--- src/rtl/mstt_pkg.sv ---
// Constants, types and helpers for the multi-slot tick timer.
package mstt_pkg;

  localparam int NUM_SLOTS   = 16;
  localparam int PERIOD_BITS = 24;
  localparam int RES_CAP     = 16;

  localparam int IDX_BITS = (NUM_SLOTS > 1) ? $clog2(NUM_SLOTS) : 1;
  localparam int CNT_BITS = $clog2(NUM_SLOTS + 1);
  localparam int RES_BITS = $clog2(RES_CAP + 1);

  localparam int KIND_W   = 2;
  localparam int SLOT_W   = 4;
  localparam int PERIOD_W = 24;
  localparam int STATUS_W = 2;

  typedef enum logic [KIND_W-1:0] {
    KIND_TICK  = 2'd0,
    KIND_START = 2'd1,
    KIND_STOP  = 2'd2,
    KIND_RSVD  = 2'd3
  } kind_t;

  typedef enum logic [STATUS_W-1:0] {
    ST_OK      = 2'd0,
    ST_INVALID = 2'd1,
    ST_BUSY    = 2'd2,
    ST_RSVD    = 2'd3
  } status_t;

  typedef struct packed {
    logic [PERIOD_BITS-1:0] remaining;
    logic [PERIOD_BITS-1:0] reload;
    logic                   mode;
  } slot_entry_t;

  typedef struct packed {
    logic                rd_en;
    logic [IDX_BITS-1:0] rd_addr;
    logic                wr_en;
    logic [IDX_BITS-1:0] wr_addr;
    slot_entry_t         wr_data;
  } ram_req_t;

  // Clamp a start period to what a slot counter can hold.
  function automatic logic [PERIOD_BITS-1:0] sat_period(input logic [PERIOD_W-1:0] p);
    logic [47:0] wide;
    logic [47:0] pmask;
    wide  = 48'(p);
    pmask = (48'd1 << PERIOD_BITS) - 48'd1;
    if (wide > pmask) begin
      wide = pmask;
    end
    return wide[PERIOD_BITS-1:0];
  endfunction

endpackage

--- src/rtl/multi_slot_tick_timer.sv ---
// Top level of the multi-slot tick timer.
//
//   channel  | handshake               | payload
//   ---------+-------------------------+-----------------------------------------
//   command  | start, busy             | kind, slot, period_ticks, periodic
//   result   | done (one-cycle strobe) | status, expired, expired_slot, last
//
// Start and stop items leave busy low; their single result shows in the next cycle.
// A tick item scans every slot through the slot memory, one read per cycle, and
// holds busy through the scan and flush states; expiries come out in slot order during the scan
// and the final result appears in the same cycle that busy falls.
// Reset clears the armed flags and the sequencer; the slot memory is not cleared.
// Results are never stalled: each done pulse is taken in the cycle it shows.
module multi_slot_tick_timer
  import mstt_pkg::*;
(
  input  logic                clk,
  input  logic                rst,
  input  logic                start,
  output logic                busy,
  input  logic [KIND_W-1:0]   kind,
  input  logic [SLOT_W-1:0]   slot,
  input  logic [PERIOD_W-1:0] period_ticks,
  input  logic                periodic,
  output logic                done,
  output logic [STATUS_W-1:0] status,
  output logic                expired,
  output logic [SLOT_W-1:0]   expired_slot,
  output logic                last
);

  ram_req_t    ram_req;
  slot_entry_t ram_rdata;

  mstt_ctrl u_ctrl (
    .clk          (clk),
    .rst          (rst),
    .start        (start),
    .busy         (busy),
    .kind         (kind),
    .slot         (slot),
    .period_ticks (period_ticks),
    .periodic     (periodic),
    .done         (done),
    .status       (status),
    .expired      (expired),
    .expired_slot (expired_slot),
    .last         (last),
    .ram_req      (ram_req),
    .ram_rdata    (ram_rdata)
  );

  mstt_slot_ram u_ram (
    .clk   (clk),
    .req   (ram_req),
    .rdata (ram_rdata)
  );

endmodule

--- src/rtl/mstt_slot_ram.sv ---
// Slot memory: one write port and one registered read port.
module mstt_slot_ram
  import mstt_pkg::*;
(
  input  logic        clk,
  input  ram_req_t    req,
  output slot_entry_t rdata
);

  slot_entry_t mem [NUM_SLOTS];

  always_ff @(posedge clk) begin
    if (req.wr_en) begin
      mem[req.wr_addr] <= req.wr_data;
    end
    if (req.rd_en) begin
      rdata <= mem[req.rd_addr];
    end
  end

endmodule

--- src/rtl/mstt_ctrl.sv ---
// Command decode, tick scan sequencer, armed flags and result register.
module mstt_ctrl
  import mstt_pkg::*;
(
  input  logic                clk,
  input  logic                rst,
  input  logic                start,
  output logic                busy,
  input  logic [KIND_W-1:0]   kind,
  input  logic [SLOT_W-1:0]   slot,
  input  logic [PERIOD_W-1:0] period_ticks,
  input  logic                periodic,
  output logic                done,
  output logic [STATUS_W-1:0] status,
  output logic                expired,
  output logic [SLOT_W-1:0]   expired_slot,
  output logic                last,
  output ram_req_t            ram_req,
  input  slot_entry_t         ram_rdata
);

  typedef enum logic [2:0] {
    S_IDLE  = 3'b001,
    S_SCAN  = 3'b010,
    S_FLUSH = 3'b100
  } state_t;

  state_t                 state;
  state_t                 state_next;
  logic [NUM_SLOTS-1:0]   armed;
  logic [CNT_BITS-1:0]    rd_cnt;
  logic                   proc_valid;
  logic [IDX_BITS-1:0]    proc_idx;
  logic [RES_BITS-1:0]    res_cnt;
  logic                   have_pend;
  logic [IDX_BITS-1:0]    pend_idx;

  logic                   accept;
  logic                   slot_ok;
  logic [IDX_BITS-1:0]    sidx;
  logic                   rd_go;
  logic [PERIOD_BITS-1:0] dec;
  logic                   hit;
  logic                   report;
  logic [STATUS_W-1:0]    cmd_status;

  assign busy    = (state != S_IDLE);
  assign accept  = start && !busy;
  assign slot_ok = (32'(slot) < NUM_SLOTS);
  assign sidx    = IDX_BITS'(slot);
  assign rd_go   = (state == S_SCAN) && (32'(rd_cnt) < NUM_SLOTS);
  assign dec     = ram_rdata.remaining - 1'b1;
  assign hit     = (state == S_SCAN) && proc_valid && armed[proc_idx] && (dec == '0);
  assign report  = hit && (32'(res_cnt) < RES_CAP);

  always_comb begin
    cmd_status = ST_INVALID;
    case (kind)
      KIND_START: begin
        if (!slot_ok || period_ticks == '0) begin
          cmd_status = ST_INVALID;
        end else if (armed[sidx]) begin
          cmd_status = ST_BUSY;
        end else begin
          cmd_status = ST_OK;
        end
      end
      KIND_STOP: begin
        if (!slot_ok) begin
          cmd_status = ST_INVALID;
        end else if (!armed[sidx]) begin
          cmd_status = ST_BUSY;
        end else begin
          cmd_status = ST_OK;
        end
      end
      default: cmd_status = ST_INVALID;
    endcase
  end

  always_comb begin
    ram_req         = '0;
    ram_req.rd_en   = rd_go;
    ram_req.rd_addr = rd_cnt[IDX_BITS-1:0];
    if (accept && kind == KIND_START && cmd_status == ST_OK) begin
      ram_req.wr_en             = 1'b1;
      ram_req.wr_addr           = sidx;
      ram_req.wr_data.remaining = sat_period(period_ticks);
      ram_req.wr_data.reload    = sat_period(period_ticks);
      ram_req.wr_data.mode      = periodic;
    end else if ((state == S_SCAN) && proc_valid && armed[proc_idx]) begin
      // A periodic slot that hits zero takes its reload value in the same write.
      ram_req.wr_en             = 1'b1;
      ram_req.wr_addr           = proc_idx;
      ram_req.wr_data           = ram_rdata;
      ram_req.wr_data.remaining = (dec == '0) ? ram_rdata.reload : dec;
    end
  end

  always_comb begin
    state_next = state;
    case (state)
      S_IDLE: begin
        if (accept && kind == KIND_TICK) begin
          state_next = S_SCAN;
        end
      end
      S_SCAN: begin
        if (!rd_go && proc_valid) begin
          state_next = S_FLUSH;
        end
      end
      S_FLUSH: state_next = S_IDLE;
      default: state_next = S_IDLE;
    endcase
  end

  always_ff @(posedge clk) begin
    if (rst) begin
      state      <= S_IDLE;
      armed      <= '0;
      rd_cnt     <= '0;
      proc_valid <= 1'b0;
      res_cnt    <= '0;
      have_pend  <= 1'b0;
      done       <= 1'b0;
    end else begin
      state      <= state_next;
      done       <= 1'b0;
      proc_valid <= rd_go;
      if (rd_go) begin
        rd_cnt <= rd_cnt + 1'b1;
      end

      if (accept) begin
        rd_cnt    <= '0;
        res_cnt   <= '0;
        have_pend <= 1'b0;
        if (kind != KIND_TICK) begin
          done <= 1'b1;
          if (kind == KIND_START && cmd_status == ST_OK) begin
            armed[sidx] <= 1'b1;
          end
          if (kind == KIND_STOP && cmd_status == ST_OK) begin
            armed[sidx] <= 1'b0;
          end
        end
      end

      if (hit && !ram_rdata.mode) begin
        armed[proc_idx] <= 1'b0;
      end

      // An expiry is held back one step so the final one can carry last.
      if (report) begin
        res_cnt   <= res_cnt + 1'b1;
        have_pend <= 1'b1;
        if (have_pend) begin
          done <= 1'b1;
        end
      end

      if (state == S_FLUSH) begin
        done <= 1'b1;
      end
    end
  end

  always_ff @(posedge clk) begin
    // The slot read this cycle is processed next cycle, when its data returns.
    if (rd_go) begin
      proc_idx <= rd_cnt[IDX_BITS-1:0];
    end
    if (report) begin
      pend_idx <= proc_idx;
    end
    if (accept) begin
      status       <= cmd_status;
      expired      <= 1'b0;
      expired_slot <= '0;
      last         <= 1'b1;
    end else if (report) begin
      status       <= ST_OK;
      expired      <= 1'b1;
      expired_slot <= SLOT_W'(pend_idx);
      last         <= 1'b0;
    end else if (state == S_FLUSH) begin
      status       <= ST_OK;
      expired      <= have_pend;
      expired_slot <= have_pend ? SLOT_W'(pend_idx) : '0;
      last         <= 1'b1;
    end
  end

endmodule

--- config.mk ---
export PLATFORM = sky130hd
export DESIGN_NAME = multi_slot_tick_timer
export DESIGN_NICKNAME = d
export VERILOG_FILES = /design/src/rtl/mstt_pkg.sv /design/src/rtl/multi_slot_tick_timer.sv /design/src/rtl/mstt_slot_ram.sv /design/src/rtl/mstt_ctrl.sv
export SDC_FILE = /design/constraint.sdc
export NUM_CORES = 1
export LEC_CHECK = 0
export BUFFER_PORTS_ARGS = -buffer_cell sky130_fd_sc_hd__buf_2
export CAP_MARGIN = 30
export CORE_MARGIN = 1
export CORE_UTILIZATION = 62
export CTS_CLUSTER_DIAMETER = 80
export DETAILED_ROUTE_END_ITERATION = 12
export HOLD_SLACK_MARGIN = 0.12
export MAX_ROUTING_LAYER = met4
export PLACE_DENSITY_LB_ADDON = 0.3
export SLEW_MARGIN = 5
export SYNTH_ARGS = -nofsm -noshare
export SYNTH_HDL_FRONTEND = slang
export SYNTH_SLANG_ARGS = --single-unit
--- constraint.sdc ---
create_clock -name clk -period 6.8 [get_ports clk]
set_clock_uncertainty 0.15 [all_clocks]
set_input_delay 0.68 -clock clk [delete_from_list [all_inputs] [get_ports clk]]
set_output_delay 0.68 -clock clk [all_outputs]
set_load 0.01 [all_outputs]
# Word-level counts from Yosys, hierarchy flattened

Memory sizes are Yosys's and may differ from the RTL's. A register that Yosys moved wholly into a read port is not among the register bits.
Index checks and enable logic that the tools add are counted.

Flip-flop bits (word level): 48
Memory bits (writable): 784
Bits of input ports: 34
Output and inout bits: 10
Logic and storage cells: 112
Memories: 1

Add/sub/neg operators: 3
Magnitude comparators: 6
Equality and inequality tests: 8
Muxes and demuxes: 48
Bitwise operators: 5
Reductions and logical operators: 28

Memory list:

| name      | words | width | rd ports | clocked after Yosys merged registers in | wr ports | line                | source |
|---|---|---|---|---|---|---|---|
| u_ram.mem | 16    | 49    | 1        | 1                                       | 1        | mstt_slot_ram.sv:10 | `slot_entry_t mem [NUM_SLOTS];` |

Operators by type and width:

| kind                  | count |
|---|---|
| $mux 16               | 9 |
| $mux 54               | 2 |
| $logic_not 24->1      | 2 |
| $and 16x16->16        | 2 |
| $not 16->16           | 2 |
| $mux 24               | 1 |
| $sub 24x1->24 const B | 1 |
| $mux 1                | 17 |
| $or 16x16->16         | 1 |
| $logic_and 1x1->1     | 15 |
| $mux 2                | 6 |
| $mux 4                | 3 |
| $add 5x1->5 const B   | 2 |
| $lt 4x5->1 const B    | 2 |
| $lt 5x5->1 const B    | 2 |
| $mux 5                | 2 |
| $bmux 1 s4            | 2 |
| $demux 1 s4           | 2 |
| $ge 4x1->1 const B    | 2 |
| $mux 3                | 2 |
| $pmux 3 s2            | 1 |
| $reduce_bool 2->1     | 3 |
| $logic_not 2->1       | 2 |
| $pmux 2 s2            | 1 |
| 12 further kinds      | 14 |

# Longest topological paths before layout

Depth in word-level cells: 18
Depth in mapped cells: 12
Mapped depth without buffers: 9

# By module

Synthesis repeated with hierarchy kept, for this count alone.

Cells, all modules: 1,815
Area total of the unflattened synthesis: 34,924.7 um^2

By module, submodules not included:

| module        | instances | cells an instance | area an instance (um^2) | sequential area each (um^2) |
|---|---|---|---|---|
| mstt_slot_ram | 1         | 1,268             | 30,827.1                | 25,014.0 |
| mstt_ctrl     | 1         | 547               | 4,097.7                 | 1,061.0 |

# Least setup slack after synthesis

No wires, ideal clock.

Path type: input to register
Start: input slot[0]
End: memory u_ram.mem[1][0] in the netlist's numbering, enable pin
Library setup time: 456 ps
Arrival time: 4,874 ps
Data required time: 6,194 ps
Setup slack: 1,320 ps
Stages: 9
Path buffers: 2
Cells stage by stage: clkbuf_1 mux4_2 a22o_1 o31ai_1 and3_1 clkbuf_1 nand2_1 a22o_1 nor2_1

Word-level cells in the longest chain between the ends: 10
Elaborated cells between the ends (all ways): 11
Those cells by class: mux: 9; reduce/logical: 2

Ends and longest elaborated chain:

| what                         | line                             | source |
|---|---|---|
| start, declared              | multi_slot_tick_timer.sv:22      | `input logic [SLOT_W-1:0] slot,` |
| $bmux 1 s4                   | mstt_ctrl.sv:62, mstt_ctrl.sv:71 |  |
| $mux 1 (implied by the code) | mstt_ctrl.sv:62, mstt_ctrl.sv:71 |  |
| $mux 2                       | mstt_ctrl.sv:62                  | `end else if (armed[sidx]) begin` |
| $mux 2                       | mstt_ctrl.sv:60                  | `if (!slot_ok \|\| period_ticks == '0) begin` |
| $pmux 2 s2                   | mstt_ctrl.sv:58                  | `case (kind)` |
| $logic_not 2->1              | mstt_ctrl.sv:85                  | `if (accept && kind == KIND_START && cmd_status == ST_OK) begin` |
| $logic_and 1x1->1            | mstt_ctrl.sv:85                  |  |
| $mux 54 (*)                  | mstt_ctrl.sv:85                  |  |
| $mux 1                       | mstt_slot_ram.sv:13              | `if (req.wr_en) begin` |
| $mux 1 (implied by the code) | mstt_slot_ram.sv:14              | `mem[req.wr_addr] <= req.wr_data;` |
| end, declared                | mstt_slot_ram.sv:10              |  |

Mark *: on every way between the ends. The rest lies on a longest branch, timed or not. The select of a mux whose other input is x is not followed.

# Worst setup path in the final report

Start: register u_ctrl.proc_idx[1]
End: memory u_ram.mem[14][43] in the netlist's numbering, enable pin

Word-level cells in the longest chain between the ends: 7

Ends and longest elaborated chain:

| what                         | line                | source |
|---|---|---|
| start, declared              | mstt_ctrl.sv:33     | `logic [IDX_BITS-1:0] proc_idx;` |
| start signal, assigned       | mstt_ctrl.sv:172    | `proc_idx <= rd_cnt[IDX_BITS-1:0];` |
| $bmux 1 s4                   | mstt_ctrl.sv:91     | `end else if ((state == S_SCAN) && proc_valid && armed[proc_idx]) begin` |
| $mux 1 (implied by the code) | mstt_ctrl.sv:91     |  |
| $logic_and 1x1->1            | mstt_ctrl.sv:91     |  |
| $mux 54 (*)                  | mstt_ctrl.sv:91     |  |
| $mux 54 (*)                  | mstt_ctrl.sv:85     |  |
| $mux 1                       | mstt_slot_ram.sv:13 |  |
| $mux 1 (implied by the code) | mstt_slot_ram.sv:14 |  |

Marks and branches as above.

==> report_table.html <==
<table>
<tr><th>Metric</th><th>Value</th></tr>
<tr><th colspan="2">Clocking</th></tr>
<tr><td>Clock latency on the worst-skew pair</td><td>around 0.65 ns</td></tr>
<tr><td>Post-cts repair resize count</td><td>0</td></tr>
<tr><td>Clock H-tree levels</td><td>3</td></tr>
<tr><td>Cts bufs inserted</td><td>87</td></tr>
<tr><td>Clock edge transition at the registers on the reported setup and hold paths</td><td>0.06 ns</td></tr>
<tr><td>Buffer levels on the longest clock path</td><td>3</td></tr>
<tr><td>TritonCTS clock tree</td><td>done</td></tr>
<tr><td>Buffers inserted by post-CTS timing repair</td><td>0</td></tr>
<tr><td>Count of clock tree sinks</td><td>around 880</td></tr>
<tr><td>Root buffer cell</td><td>sky130_fd_sc_hd__clkbuf_16</td></tr>
<tr><td>Number of buffers inserted for hold repair after clock tree synthesis</td><td>0</td></tr>
<tr><th colspan="2">Timing</th></tr>
<tr><td>Fraction of the cycle the final worst path needs</td><td>a little over 70%</td></tr>
<tr><td>Setup TNS</td><td>0 ns</td></tr>
<tr><td>Number of setup violations in the final report</td><td>0</td></tr>
<tr><td>Final-layout worst hold slack</td><td>~0.23 ns</td></tr>
<tr><td>Final hold violations</td><td>0</td></tr>
<tr><td>Slew Limit Fails</td><td>0</td></tr>
<tr><td>Maximum clock frequency</td><td>204 MHz</td></tr>
<tr><td>RSZ-0062 raised after global routing</td><td>no</td></tr>
<tr><td>Normalized max-slew margin</td><td>about 28%</td></tr>
<tr><td>Tightest Pin Transition</td><td>around 1.1 ns</td></tr>
<tr><td>Final Critical Period</td><td>about 4.9 ns</td></tr>
<tr><th colspan="2">Floorplanning</th></tr>
<tr><td>Die H</td><td>~240 microns</td></tr>
<tr><td>IO Pins</td><td>44</td></tr>
<tr><td>Site Rows</td><td>86</td></tr>
<tr><td>Width of the chip</td><td>approximately 240 microns</td></tr>
<tr><td>Die Footprint</td><td>around 57,000 sq um</td></tr>
<tr><td>CORE AREA</td><td>between 50,000 and 60,000 sq um</td></tr>
<tr><td>Starting Density</td><td>between 60% and 70%</td></tr>
<tr><th colspan="2">Drt</th></tr>
<tr><td>1st-pass router iterations</td><td>5</td></tr>
<tr><td>Via density per instance</td><td>roughly 7</td></tr>
<tr><td>Mean routed wirelength per cell</td><td>roughly 31 microns</td></tr>
<tr><td>Vias</td><td>roughly 18,000</td></tr>
<tr><td>Final ANT Viol Nets</td><td>0</td></tr>
<tr><td>Total DRC errors in the routed layout</td><td>0</td></tr>
<tr><td>Routed Wire Length</td><td>between 70,000 and 80,000 microns</td></tr>
<tr><td>Number of violations reported at the end of detailed-routing iteration 0</td><td>2,238</td></tr>
<tr><th colspan="2">Logic synthesis</th></tr>
<tr><td>Number of enable-type register cells in the synthesized netlist</td><td>~840</td></tr>
<tr><td>Synth top area cells</td><td>sky130_fd_sc_hd__edfxtp_1 72%, sky130_fd_sc_hd__mux4_2 16%, sky130_fd_sc_hd__dfxtp_1 2.2%</td></tr>
<tr><td>Sequential share of the synthesized area</td><td>74.5%</td></tr>
<tr><td>Leading area contributor after synthesis</td><td>sky130_fd_sc_hd__edfxtp_1</td></tr>
<tr><td>Syn Area/Cell</td><td>~21 sq um</td></tr>
<tr><td>Number of synthesized register bits</td><td>roughly 900</td></tr>
<tr><td>Yosys synthesis warning count</td><td>0</td></tr>
<tr><td>Top flip-flop cell by instance count after synthesis</td><td>sky130_fd_sc_hd__edfxtp_1</td></tr>
<tr><td>Number of library cell types mapped by synthesis</td><td>between 60 and 70</td></tr>
<tr><td>Top-area cell type share of the netlist area</td><td>~72%</td></tr>
<tr><td>Share of synthesized registers carrying an async set or reset</td><td>0%</td></tr>
<tr><td>Synth Cell Area</td><td>roughly 35,000 sq um</td></tr>
<tr><td>Mapped Nets</td><td>1,712</td></tr>
<tr><td>Post-synthesis instance total</td><td>1,671</td></tr>
<tr><th colspan="2">Critical path</th></tr>
<tr><td>Buf/Inv on CP</td><td>2</td></tr>
<tr><td>Most frequent CP cell</td><td>sky130_fd_sc_hd__buf_4</td></tr>
<tr><td>Endpoint class of the critical path</td><td>flip-flop</td></tr>
<tr><td>Crit Path Category</td><td>flip-flop to flip-flop</td></tr>
<tr><td>Critical path's largest stage delay</td><td>between 0.7 and 0.8 ns</td></tr>
<tr><td>Worst-path fanout max</td><td>51</td></tr>
<tr><td>Data required, critical path</td><td>approximately 6.9 ns</td></tr>
<tr><td>Startpoint type of the worst setup path</td><td>flip-flop</td></tr>
<tr><td>Slowest cell on the critical path</td><td>sky130_fd_sc_hd__nor2_4</td></tr>
<tr><td>Data arrival time of the worst path</td><td>~5 ns</td></tr>
<tr><td>Largest delay contributor family on the critical path</td><td>simple AND/OR/NAND/NOR gates</td></tr>
<tr><td>Cells along the critical path</td><td>mux4_2 -&gt; nor2b_1 -&gt; nor4_1 -&gt; or2_2 -&gt; buf_4 -&gt; a32oi_1 -&gt; nor2_4 -&gt; buf_4</td></tr>
<tr><th colspan="2">Layout</th></tr>
<tr><td>Area occupied by registers</td><td>~26,000 sq um</td></tr>
<tr><td>Most used cells in the layout excluding fill and tap cells</td><td>843 x sky130_fd_sc_hd__edfxtp_1, 252 x sky130_fd_sc_hd__mux4_2, 87 x sky130_fd_sc_hd__clkbuf_16</td></tr>
<tr><td>Synthesis-to-finish area growth</td><td>11.6%</td></tr>
<tr><td>Share of cells above drive strength 1</td><td>between 20% and 30%</td></tr>
<tr><td>Leading cell type in the layout, fill and taps excluded</td><td>sky130_fd_sc_hd__edfxtp_1</td></tr>
<tr><td>Number of nets in the finished design</td><td>about 1,800</td></tr>
<tr><td>Area of the multi-input gates</td><td>around 8500 sq um</td></tr>
<tr><td># fillers</td><td>about 3,100</td></tr>
<tr><th colspan="2">Power</th></tr>
<tr><td>Internal portion of total power</td><td>8580 uW</td></tr>
<tr><td>Peak supply drop</td><td>269 uV</td></tr>
<tr><td>Leakage dissipation</td><td>roughly 0.011 uW</td></tr>
<tr><td>Clock group share of total power</td><td>~43%</td></tr>
<tr><td>Switching part of the total</td><td>about a fifth</td></tr>
<tr><td>Sequential power share</td><td>between 50% and 60%</td></tr>
<tr><td>Combinational fraction of design power</td><td>around 1.8%</td></tr>
<tr><td>Power Total</td><td>10,800 uW</td></tr>
<tr><td>Pwr/cell area</td><td>around 280 nW/um^2</td></tr>
<tr><td>Net switching power figure</td><td>between 2000 and 2500 uW</td></tr>
<tr><th colspan="2">Run</th></tr>
<tr><td>Maximum Capacitance Violations</td><td>0</td></tr>
<tr><th colspan="2">Global route</th></tr>
<tr><td>Overall fraction of global-route tracks in use</td><td>between 20% and 30%</td></tr>
<tr><td>Via count of the first global-routing pass</td><td>about 18,000</td></tr>
<tr><td>Maximum number of pins on one net before global-route repair</td><td>166</td></tr>
<tr><td>Antenna violations before repair</td><td>5</td></tr>
<tr><td>Global-route wire length before repair</td><td>roughly 120,000 microns</td></tr>
<tr><td>Grt total ovfl</td><td>0</td></tr>
<tr><th colspan="2">Placement</th></tr>
<tr><td>Post-detail-place hpwl</td><td>approximately 42,000 microns</td></tr>
<tr><td>RD Place Congestion</td><td>about 0.90</td></tr>
<tr><td>Count of buffers inserted at the top-level ports</td><td>43</td></tr>
<tr><th colspan="2">Outcome</th></tr>
<tr><td>Status</td><td>completed</td></tr>
<tr><th colspan="2">Min path</th></tr>
<tr><td>Hold Crit Class</td><td>input pin to flip-flop</td></tr>
</table>
[logic make-up (layout without fill, tap and decap cells)]
family / count (synthesis) / in the layout / synth area share (%)
compound gates: 180 / 180 / 3.80
xor+xnor: 26 / 26 / 0.651
fa+ha+maj: 7 / 7 / 0.250
buf+inv: 140 / 270 / 1.58
flops: 881 / 881 / 74.5
mux: 258 / 258 / 16.4
other cells: 0 / 4 / 0
simple gates: 179 / 179 / 2.76
[worst register-to-register path, cell delays in order (launching register included)]
cell and delay (ns):
sky130_fd_sc_hd__edfxtp_1 0.64, sky130_fd_sc_hd__mux4_2 0.30, sky130_fd_sc_hd__nor2b_1 0.05, sky130_fd_sc_hd__nor4_1 0.58
sky130_fd_sc_hd__or2_2 0.38, sky130_fd_sc_hd__buf_4 0.60, sky130_fd_sc_hd__a32oi_1 0.49, sky130_fd_sc_hd__nor2_4 0.72
sky130_fd_sc_hd__buf_4 0.59
[path summary, 6_finish.rpt]
check	slack [ns]	cells past startpoint	startpoint	endpoint
max reg2reg	1.90	8	u_ctrl.proc_idx[1]	u_ram.mem[14][43]
min	0.23	3	start	u_ctrl.state[0]
min reg2reg	0.30	1	u_ctrl.pend_idx[3]	u_ctrl.expired_slot[3]
max	1.90	8	u_ctrl.proc_idx[1]	u_ram.mem[14][43]
[power groups by stage]
stage               Sequential [uW]  Clock, uW  Combinational (uW)
floorplan                      6070          0                 109
global placement               6070          0                 178
detailed placement             6070          0                 185
CTS                            5950       4660                 187
global route                   5950       4840                 200
finish                         5950       4610                 190
[synth_stat cells, types with 3 or more instances]
master	instances
sky130_fd_sc_hd__nor2b_1	11
sky130_fd_sc_hd__nor3_1	29
sky130_fd_sc_hd__mux4_2	252
sky130_fd_sc_hd__nand2b_1	9
sky130_fd_sc_hd__clkbuf_1	75
sky130_fd_sc_hd__xor2_1	13
sky130_fd_sc_hd__nand2_1	23
sky130_fd_sc_hd__buf_6	3
sky130_fd_sc_hd__a31oi_1	25
sky130_fd_sc_hd__nand3_1	4
sky130_fd_sc_hd__nand4b_1	3
sky130_fd_sc_hd__inv_1	36
sky130_fd_sc_hd__nand4_1	3
sky130_fd_sc_hd__o21ai_0	32
sky130_fd_sc_hd__dfxtp_1	38
sky130_fd_sc_hd__or3_1	7
sky130_fd_sc_hd__a311o_1	17
sky130_fd_sc_hd__nor3b_1	4
sky130_fd_sc_hd__ha_1	7
sky130_fd_sc_hd__mux2i_1	4
sky130_fd_sc_hd__and2_1	4
sky130_fd_sc_hd__o21a_1	4
sky130_fd_sc_hd__a22o_1	56
sky130_fd_sc_hd__buf_1	21
sky130_fd_sc_hd__buf_2	5
sky130_fd_sc_hd__and3_1	4
sky130_fd_sc_hd__o211ai_1	5
sky130_fd_sc_hd__nor2_1	45
sky130_fd_sc_hd__xnor2_1	13
sky130_fd_sc_hd__nor4_1	14
sky130_fd_sc_hd__or2_2	4
sky130_fd_sc_hd__a21oi_1	16
sky130_fd_sc_hd__edfxtp_1	843
sky130_fd_sc_hd__o21bai_1	3
[layer usage]
| metal | track usage, % | up-vias | part of all wire (%) |
|---|---|---|---|
| li1 | - | 7178 | - |
| met1 | 40.1 | 9308 | 38 |
| met2 | 45.2 | 1102 | 50 |
| met3 | 5.94 | 198 | 9.3 |
| met4 | 10.3 | 0 | 3.0 |
| met5 | - | - | 0 |
[state kept, by name (all words and copies together) (netlist names)]
register             cells
u_ctrl.armed            16
u_ctrl.done              1
u_ctrl.expired           1
u_ctrl.expired_slot      4
u_ctrl.have_pend         1
u_ctrl.last              1
u_ctrl.pend_idx          4
u_ctrl.proc_idx          4
u_ctrl.proc_valid        1
u_ctrl.rd_cnt            5
u_ctrl.res_cnt           5
u_ctrl.state             3
u_ctrl.status            2
u_ram.mem              784
u_ram.rdata             49
[cell type report]
type,count,area share (%)
Sequential cell,881,66.8
Multi-Input combinational cell,650,21.7
Clock buffer,103,5.75
Tap cell,748,2.40
Timing Repair Buffer,80,1.68
Clock inverter,51,1.23
Inverter,36,0.346
Antenna cell,4,0.0256
[metrics by stage]
stage | area, sq um | setup slack, ns | instances | utilization (%)
4_1_cts | 38900 | 1.99 | 2544 | 70.3
2_1_floorplan | 35000 | 1.32 | 1671 | -
3_5_place_dp | 36200 | 1.69 | 2390 | 65.3
6_report | 39000 | 1.90 | 2553 | 70.5
5_1_grt | 39000 | 1.69 | 2553 | 70.5
3_3_place_gp | 36200 | 1.33 | 2387 | 65.3
No activity file was read; power rests on OpenSTA's default activity.
